`src/design/bifc_pkg.sv`:
```
// Package for the battery info frame checker: frame constants, record layout,
// and the record slot decode. No dependencies.
`timescale 1ns / 1ps

package bifc_pkg;

    localparam int FRAME_LEN    = 34;
    localparam int LEN_OVERHEAD = 7;
    localparam int POS_MAX      = 63;
    localparam int POS_W        = 6;
    localparam int END_W        = 9;
    localparam int REC_BYTES    = 11;
    localparam int SLOT_W       = 4;

    typedef logic [7:0] t_byte;

    typedef struct packed {
        logic              hit;
        logic [SLOT_W-1:0] idx;
    } t_slot;

    // record bytes: 4..11 -> 0..7, 20 -> 8, 21 -> 9, 23 -> 10
    function automatic t_slot rec_slot(input logic [POS_W-1:0] pos);
        t_slot s;
        s.hit = 1'b1;
        s.idx = '0;
        if (pos >= POS_W'(4) && pos <= POS_W'(11)) begin
            s.idx = SLOT_W'(pos - POS_W'(4));
        end else if (pos == POS_W'(20)) begin
            s.idx = SLOT_W'(8);
        end else if (pos == POS_W'(21)) begin
            s.idx = SLOT_W'(9);
        end else if (pos == POS_W'(23)) begin
            s.idx = SLOT_W'(10);
        end else begin
            s.hit = 1'b0;
        end
        return s;
    endfunction

endpackage

```
`src/design/bifc_in_if.sv`:
```
// Byte request channel of the battery info frame checker.
// Standalone; valid/ready handshake.
`timescale 1ns / 1ps

interface bifc_in_if;
    logic       valid;
    logic       ready;
    logic [7:0] rx_byte;
    logic       end_of_frame;

    modport source (output valid, rx_byte, end_of_frame, input ready);
    modport sink   (input valid, rx_byte, end_of_frame, output ready);
endinterface

```
`src/design/bifc_out_if.sv`:
```
// Result request channel of the battery info frame checker.
// Standalone; valid/ready handshake.
`timescale 1ns / 1ps

interface bifc_out_if;
    logic        valid;
    logic        ready;
    logic        frame_accepted;
    logic        record_held;
    logic [15:0] pack_voltage;
    logic [15:0] pack_current;
    logic [15:0] remaining_capacity;
    logic [15:0] nominal_capacity;
    logic [15:0] protection_status;
    logic [7:0]  charge_percent;

    modport source (output valid, frame_accepted, record_held, pack_voltage, pack_current,
                    remaining_capacity, nominal_capacity, protection_status,
                    charge_percent, input ready);
    modport sink   (input valid, frame_accepted, record_held, pack_voltage, pack_current,
                    remaining_capacity, nominal_capacity, protection_status,
                    charge_percent, output ready);
endinterface

```
`src/design/bms_info_frame_checker_core.sv`:
```
// Battery info frame checker. The end-of-frame byte request is registered in
// the input register, then its result in the output register. 1 byte request
// per cycle sustained, set by the single per-byte sum/capture stage. A result
// waiting in the output register stalls only a further end-of-frame byte.
// Synchronous active-low reset clears the frame state, the held record (fields
// read zero) and the record-held flag. Uses bifc_pkg, bifc_in_if, bifc_out_if.
`timescale 1ns / 1ps

module bms_info_frame_checker_core (
    input  logic               i_clk,
    input  logic               i_rst_n,
    bifc_in_if.sink            i_in,
    bifc_out_if.source         o_out
);

    localparam logic [bifc_pkg::POS_W:0]   LenLast = (bifc_pkg::POS_W + 1)'(bifc_pkg::FRAME_LEN);
    localparam logic [bifc_pkg::END_W-1:0] EndMin  = bifc_pkg::END_W'(bifc_pkg::LEN_OVERHEAD);
    localparam logic [bifc_pkg::END_W-1:0] EndMax  = bifc_pkg::END_W'(bifc_pkg::FRAME_LEN);
    localparam logic [bifc_pkg::POS_W-1:0] PosMax  = bifc_pkg::POS_W'(bifc_pkg::POS_MAX);

    // input register
    logic                r_s1_valid;
    bifc_pkg::t_byte     r_s1_byte;
    logic                r_s1_eof;

    // frame state
    logic [bifc_pkg::POS_W-1:0] r_pos,  n_pos;
    logic [bifc_pkg::END_W-1:0] r_cend, n_cend;
    logic [15:0]                r_sum,  n_sum;
    logic [15:0]                r_cks,  n_cks;
    bifc_pkg::t_byte            r_pend [bifc_pkg::REC_BYTES];
    bifc_pkg::t_byte            n_pend [bifc_pkg::REC_BYTES];
    bifc_pkg::t_byte            r_held [bifc_pkg::REC_BYTES];
    logic                       r_flag;

    // result register
    logic                r_out_valid;
    logic                r_out_ok;

    logic                out_free;
    logic                s1_consume;
    logic                in_accept;
    logic                ok;
    bifc_pkg::t_slot     slot;
    logic [bifc_pkg::END_W:0] pos_p3, pos_p2, cend_x;

    always_comb begin
        out_free   = !r_out_valid || o_out.ready;
        s1_consume = r_s1_valid && (!r_s1_eof || out_free);
        i_in.ready = !r_s1_valid || s1_consume;
        in_accept  = i_in.valid && i_in.ready;
    end

    always_comb begin
        n_pos  = (r_pos < PosMax) ? r_pos + 1'b1 : r_pos;
        n_cend = r_cend;
        n_sum  = r_sum;
        n_cks  = r_cks;
        pos_p3 = (bifc_pkg::END_W + 1)'(r_pos) + (bifc_pkg::END_W + 1)'(3);
        pos_p2 = (bifc_pkg::END_W + 1)'(r_pos) + (bifc_pkg::END_W + 1)'(2);
        cend_x = {1'b0, r_cend};
        if (r_pos == bifc_pkg::POS_W'(2)) begin
            n_sum = r_sum + {8'd0, r_s1_byte};
        end else if (r_pos == bifc_pkg::POS_W'(3)) begin
            n_sum  = r_sum + {8'd0, r_s1_byte};
            n_cend = {1'b0, r_s1_byte} + EndMin;
        end else if (r_pos >= bifc_pkg::POS_W'(4)) begin
            if (pos_p3 < cend_x) begin
                n_sum = r_sum + {8'd0, r_s1_byte};
            end else if (pos_p3 == cend_x) begin
                n_cks = {r_s1_byte, r_cks[7:0]};
            end else if (pos_p2 == cend_x) begin
                n_cks = {r_cks[15:8], r_s1_byte};
            end
        end

        slot = bifc_pkg::rec_slot(r_pos);
        for (int k = 0; k < bifc_pkg::REC_BYTES; k++) begin
            n_pend[k] = (slot.hit && slot.idx == bifc_pkg::SLOT_W'(k)) ? r_s1_byte : r_pend[k];
        end

        ok = ({1'b0, r_pos} + 1'b1 == LenLast) && (r_pos < PosMax)
             && (n_cend >= EndMin) && (n_cend <= EndMax)
             && ((16'd0 - n_sum) == n_cks);
    end

    always_ff @(posedge i_clk) begin
        if (!i_rst_n) begin
            r_s1_valid  <= 1'b0;
            r_out_valid <= 1'b0;
            r_pos       <= '0;
            r_cend      <= '0;
            r_sum       <= '0;
            r_cks       <= '0;
            r_flag      <= 1'b0;
            for (int k = 0; k < bifc_pkg::REC_BYTES; k++) begin
                r_held[k] <= '0;
            end
        end else begin
            r_s1_valid <= in_accept || (r_s1_valid && !s1_consume);
            if (s1_consume && r_s1_eof) begin
                r_out_valid <= 1'b1;
            end else if (o_out.ready) begin
                r_out_valid <= 1'b0;
            end
            if (s1_consume) begin
                if (r_s1_eof) begin
                    r_pos  <= '0;
                    r_cend <= '0;
                    r_sum  <= '0;
                    r_cks  <= '0;
                    if (ok) begin
                        r_flag <= 1'b1;
                        r_held <= n_pend;
                    end
                end else begin
                    r_pos  <= n_pos;
                    r_cend <= n_cend;
                    r_sum  <= n_sum;
                    r_cks  <= n_cks;
                end
            end
        end
    end

    always_ff @(posedge i_clk) begin
        if (in_accept) begin
            r_s1_byte <= i_in.rx_byte;
            r_s1_eof  <= i_in.end_of_frame;
        end
        if (s1_consume) begin
            r_pend <= n_pend;
        end
        if (s1_consume && r_s1_eof) begin
            r_out_ok <= ok;
        end
    end

    // held record only changes when a new result loads, so it drives the fields
    always_comb begin
        o_out.valid              = r_out_valid;
        o_out.frame_accepted     = r_out_ok;
        o_out.record_held        = r_flag;
        o_out.pack_voltage       = {r_held[0], r_held[1]};
        o_out.pack_current       = {r_held[2], r_held[3]};
        o_out.remaining_capacity = {r_held[4], r_held[5]};
        o_out.nominal_capacity   = {r_held[6], r_held[7]};
        o_out.protection_status  = {r_held[8], r_held[9]};
        o_out.charge_percent     = r_held[10];
    end

endmodule

```
`src/flat_wrapper.sv`:
```
// flat-port wrapper written by rule: the top's interface ports become plain ports
module bms_info_frame_checker_core_flat 
  (i_clk, i_rst_n, i_in_valid, i_in_rx_byte, i_in_end_of_frame, i_in_ready, o_out_valid, o_out_frame_accepted, o_out_record_held, o_out_pack_voltage, o_out_pack_current, o_out_remaining_capacity, o_out_nominal_capacity, o_out_protection_status, o_out_charge_percent, o_out_ready);
  bifc_in_if i_in_i ();
  bifc_out_if o_out_i ();
  input  logic i_clk;
  input  logic i_rst_n;
  input wire logic [$bits(i_in_i.valid)-1:0] i_in_valid;
  input wire logic [$bits(i_in_i.rx_byte)-1:0] i_in_rx_byte;
  input wire logic [$bits(i_in_i.end_of_frame)-1:0] i_in_end_of_frame;
  output wire logic [$bits(i_in_i.ready)-1:0] i_in_ready;
  output wire logic [$bits(o_out_i.valid)-1:0] o_out_valid;
  output wire logic [$bits(o_out_i.frame_accepted)-1:0] o_out_frame_accepted;
  output wire logic [$bits(o_out_i.record_held)-1:0] o_out_record_held;
  output wire logic [$bits(o_out_i.pack_voltage)-1:0] o_out_pack_voltage;
  output wire logic [$bits(o_out_i.pack_current)-1:0] o_out_pack_current;
  output wire logic [$bits(o_out_i.remaining_capacity)-1:0] o_out_remaining_capacity;
  output wire logic [$bits(o_out_i.nominal_capacity)-1:0] o_out_nominal_capacity;
  output wire logic [$bits(o_out_i.protection_status)-1:0] o_out_protection_status;
  output wire logic [$bits(o_out_i.charge_percent)-1:0] o_out_charge_percent;
  input wire logic [$bits(o_out_i.ready)-1:0] o_out_ready;
  assign i_in_i.valid = i_in_valid;
  assign i_in_i.rx_byte = i_in_rx_byte;
  assign i_in_i.end_of_frame = i_in_end_of_frame;
  assign i_in_ready = i_in_i.ready;
  assign o_out_valid = o_out_i.valid;
  assign o_out_frame_accepted = o_out_i.frame_accepted;
  assign o_out_record_held = o_out_i.record_held;
  assign o_out_pack_voltage = o_out_i.pack_voltage;
  assign o_out_pack_current = o_out_i.pack_current;
  assign o_out_remaining_capacity = o_out_i.remaining_capacity;
  assign o_out_nominal_capacity = o_out_i.nominal_capacity;
  assign o_out_protection_status = o_out_i.protection_status;
  assign o_out_charge_percent = o_out_i.charge_percent;
  assign o_out_i.ready = o_out_ready;
  bms_info_frame_checker_core u_core (.i_clk(i_clk), .i_rst_n(i_rst_n), .i_in(i_in_i), .o_out(o_out_i));
endmodule
```
`config.mk`:
```
export PLATFORM = sky130hd
export DESIGN_NAME = bms_info_frame_checker_core_flat
export DESIGN_NICKNAME = d
export VERILOG_FILES = /design/src/design/bifc_pkg.sv /design/src/design/bifc_in_if.sv /design/src/design/bifc_out_if.sv /design/src/design/bms_info_frame_checker_core.sv /design/src/flat_wrapper.sv
export SDC_FILE = /design/constraint.sdc
export NUM_CORES = 1
export LEC_CHECK = 0
export ABC_AREA = 1
export BUFFER_PORTS_ARGS = -buffer_cell sky130_fd_sc_hd__buf_2
export CAP_MARGIN = 20
export CORE_UTILIZATION = 55
export DETAILED_ROUTE_END_ITERATION = 12
export PLACE_DENSITY = 0.74
export SLEW_MARGIN = 15
export SYNTH_ARGS = -nofsm -noshare
export SYNTH_HDL_FRONTEND = slang
export SYNTH_SLANG_ARGS = --single-unit
```
`constraint.sdc`:
```
create_clock -name i_clk -period 4.7 [get_ports i_clk]
set_input_delay 0.94 -clock i_clk [delete_from_list [all_inputs] [get_ports i_clk]]
set_output_delay 0.94 -clock i_clk [all_outputs]
set_load 0.05 [all_outputs]
```
==> metrics <==
latest clock arrival within the worst-skew pair=0.54 ns; clock buffer depth=3; DR WL/cell=14.03 microns; final hold violation count=0; num ports=~110; first-pass GRT wire length=56010 microns; port bufs=104; Static Leak=7.615 nW; maximum fanout count along the critical path=27; aggregate routed wire length=34270 microns; Die ar.=25390 sq um; number of diodes=0; Crit-path slowest cell=sky130_fd_sc_hd__dfxtp_4; total iterations of the first detailed-routing run=5; path type of the worst setup path=reg -> reg; Internal=0.003497 W; fin worst setup slack=0.2920 ns; number of synthesized register bits=236; number of antenna-violating nets in the routed design=0; drt first-iter violations=about 920; estimated wirelength of the detail-placed design=between 20000 and 25000 microns; peak supply drop=0.2900 mV; max capacitance violation total=0; layout cells sized above 1=10.71%; antenna violations before repair=0; relative area change from synthesis to final layout=13.23%; Hold Crit Class=reg -> reg; Clock Sink Count=between 200 and 250; share of total power in the clock network=46.3%; root buffer cell=sky130_fd_sc_hd__clkbuf_16; worst setup path endpoint=u_core.o_out.pack_voltage[6]; Total Nets Final=roughly 2100; Die Wd=159.3 microns; Fmax=226.9 MHz; Remaining Overflow, GRT=0; via count=12288; startpoint class of the critical path=register; post-synthesis async set-or-reset flop share=0%; number of levels the H-tree was split into=1; final max-slew violation count=0; sequential cell fraction of total power=a little under half; TritonCTS clock tree=yes; Residual DRC=0; register area share after synthesis=41.91%; die outline height=159.3 microns; power density relative to cell area=297.8 nW/um^2; switching share of total power=23.82%; Critical R2R Launch=u_core.r_pos[2]; required arrival time at the worst endpoint=between 5 and 6 ns; worst slew margin relative to its limit=29.11%; Hold Startpoint=u_core.o_out.record_held; count of cells along the worst register-to-register path=28; number of synthesis warnings=0; sort of element at the end of the critical path=register; Syn Inst Count=2022; most repeated library cell on the critical path=sky130_fd_sc_hd__nand2_1; outcome=complete, no violations; final estimated routing congestion in global placement=just under 0.9; commonest non-fill, non-tap cells in the layout=592 x sky130_fd_sc_hd__nand2_1, 467 x sky130_fd_sc_hd__inv_1, 159 x sky130_fd_sc_hd__nor2_1; Psw=0.001094 W; Crit. Startpoint=u_core.r_pos[2]; placement row count=57; per-instance average area after synthesis=slightly below 7 sq um; largest stage delay on the critical path=0.41 ns; number of hold buffers added after CTS=0; overall fraction of global-route tracks in use=26.84%; Post-Synthesis Net Count=2065; number of different library cells in the post-synthesis netlist=40; clock-pin transition on the worst setup and hold timing paths=approximately 0.060 ns; critical path arrival=4.84 ns; worst setup slack before clock tree synthesis=-0.04844 ns; area of the mapped netlist=approximately 14000 sq um; per-cell via count in the routed design=5.030; Most used DFF post-synth=sky130_fd_sc_hd__dfxtp_1; Worst Tran Pin Value=1.062 ns; placeable core region=between 20000 and 25000 sq um; maximum number of pins on one net before global-route repair=56; Comb power frac=6.8%; worst setup skew after layout=0.01231 ns; Reg2Reg Capture Point=u_core.o_out.pack_voltage[6]; number of enable-type register cells in the synthesized netlist=roughly 100; Worst Hold Slack=0.4523 ns; most common cell after layout, fill and taps aside=sky130_fd_sc_hd__nand2_1; via count of the first global-routing pass=11153; total CTS buffers=26; post-layout minimum cycle time=4.408 ns; initial core utilization=55.98%; part of the cycle the worst path needs=between 90% and 100%; flop2flop setup slack=approximately 0.3 ns; Finish-stage setup viols=0
## how the worst min path moves through the flow
| stage | to | slack (ns) | depth (start not counted) |
|---|---|---|---|
| floorplan | u_core.r_cks[6] | 0.44 | 2 |
| global placement | u_core.o_out.record_held | 0.44 | 2 |
| detailed placement | u_core.o_out.record_held | 0.44 | 2 |
| CTS | u_core.o_out.record_held | 0.45 | 2 |
| global route | u_core.r_cks[11] | 0.48 | 2 |
| finish | u_core.o_out.record_held | 0.45 | 2 |
## metrics by stage
step / utilization [%] / area [sq um] / setup TNS, ns / total power, W / cells
floorplan: - / 13610 / 0 / 0.002409 / 2022
global placement: 59.18 / 14390 / 0 / 0.002499 / 2390
detailed placement: 59.18 / 14390 / -0.5816 / 0.002502 / 2390
CTS: 62.91 / 15300 / 0 / 0.004613 / 2438
global route: 63.39 / 15420 / -0.04040 / 0.004734 / 2443
finish: 63.39 / 15420 / 0 / 0.004591 / 2443
## per-layer routing
layer	vias up	global-route usage (%)	part of all wire, %
li1	6362	-	-
met1	5473	37.75	47
met2	406	44.42	46
met3	47	2.943	5.9
met4	0	6.250	1.9
met5	-	0	0
## worst max-delay path: cells and delay by family, from the launching register on
| kind | cells | cell delay (ns) |
|---|---|---|
| AOI/OAI and AO/OA | 2 | 0.36 |
| DFF | 1 | 0.41 |
| adders and majority gates | 3 | 0.64 |
| xor gates and xnor gates | 1 | 0.17 |
| buffers and inverters | 4 | 0.45 |
| and+or+nand+nor | 18 | 2.26 |
## what timing repair did
action / in CTS / in global routing
pin swaps: 0 / 3
gates resized for setup: 2 / 18
setup endpoints to repair: 59 / 90
setup buffers: 0 / 4
cloned: 0 / 1
hold endpoints to repair: 0 / 0
## logic make-up after synthesis
family / after synthesis / synth area share [%]
xor+xnor: 19 / 1.222
simple gates: 987 / 31.06
compound gates: 182 / 6.856
fa+ha+maj: 30 / 2.812
buf+inv: 568 / 16.14
flops: 236 / 41.91
## cell usage after synthesis (2+ instances only)
cell type	count	area, sq um
sky130_fd_sc_hd__edfxtp_1	98	2943
sky130_fd_sc_hd__xnor2_1	7	61.31
sky130_fd_sc_hd__nor3_1	8	40.04
sky130_fd_sc_hd__o22ai_1	4	25.02
sky130_fd_sc_hd__nor2_2	6	37.54
sky130_fd_sc_hd__or2_2	2	12.51
sky130_fd_sc_hd__nand3b_1	9	67.56
sky130_fd_sc_hd__buf_1	15	56.30
sky130_fd_sc_hd__nand3_2	3	30.03
sky130_fd_sc_hd__nand2_1	595	2233
sky130_fd_sc_hd__nand2_2	4	25.02
sky130_fd_sc_hd__nor2_4	2	22.52
sky130_fd_sc_hd__nand3_4	2	35.03
sky130_fd_sc_hd__ha_1	29	362.9
sky130_fd_sc_hd__buf_2	25	125.1
sky130_fd_sc_hd__inv_1	470	1764
sky130_fd_sc_hd__nand3_1	91	455.4
sky130_fd_sc_hd__clkbuf_1	43	161.4
sky130_fd_sc_hd__nor2_1	161	604.3
sky130_fd_sc_hd__buf_6	2	22.52
sky130_fd_sc_hd__xor2_1	12	105.1
sky130_fd_sc_hd__o21ai_0	106	530.5
sky130_fd_sc_hd__nand4_1	99	619.3
sky130_fd_sc_hd__inv_2	8	30.03
sky130_fd_sc_hd__buf_4	5	37.54
sky130_fd_sc_hd__o21ai_1	5	25.02
sky130_fd_sc_hd__dfxtp_1	138	2763
sky130_fd_sc_hd__a21oi_1	60	300.3
sky130_fd_sc_hd__o21a_1	2	15.01
## power groups by stage
stage / logic (W) / registers (W) / clock network, W
after floorplan: 0.000211 / 0.00220 / 0
after global placement: 0.000304 / 0.00220 / 0
after detailed placement: 0.000306 / 0.00220 / 0
after CTS: 0.000308 / 0.00215 / 0.00215
after global routing: 0.000348 / 0.00215 / 0.00224
final: 0.000314 / 0.00215 / 0.00213
## state kept, by name, summed over array words and instances (netlist names), 8 cells and up
register	flops
u_core.o_out.charge_percent	8
u_core.o_out.pack_voltage	16
u_core.r_cend	9
u_core.o_out.nominal_capacity	16
u_core.r_s1_byte	8
u_core.o_out.pack_current	16
u_core.r_pend	88
u_core.r_sum	16
u_core.r_cks	16
u_core.o_out.remaining_capacity	16
u_core.o_out.protection_status	16
## cell type report
cell class | instances | area, sq um
multi-input cells | 1218 | 5762
well taps | 324 | 405.4
inverters | 478 | 1795
repair buffers | 139 | 840.8
clock inverters | 13 | 156.4
clock buffers | 35 | 744.5
flip-flops and latches | 236 | 5712
fillers | 2247 | 8904
Note: power is estimated with default switching activity, not from simulation.
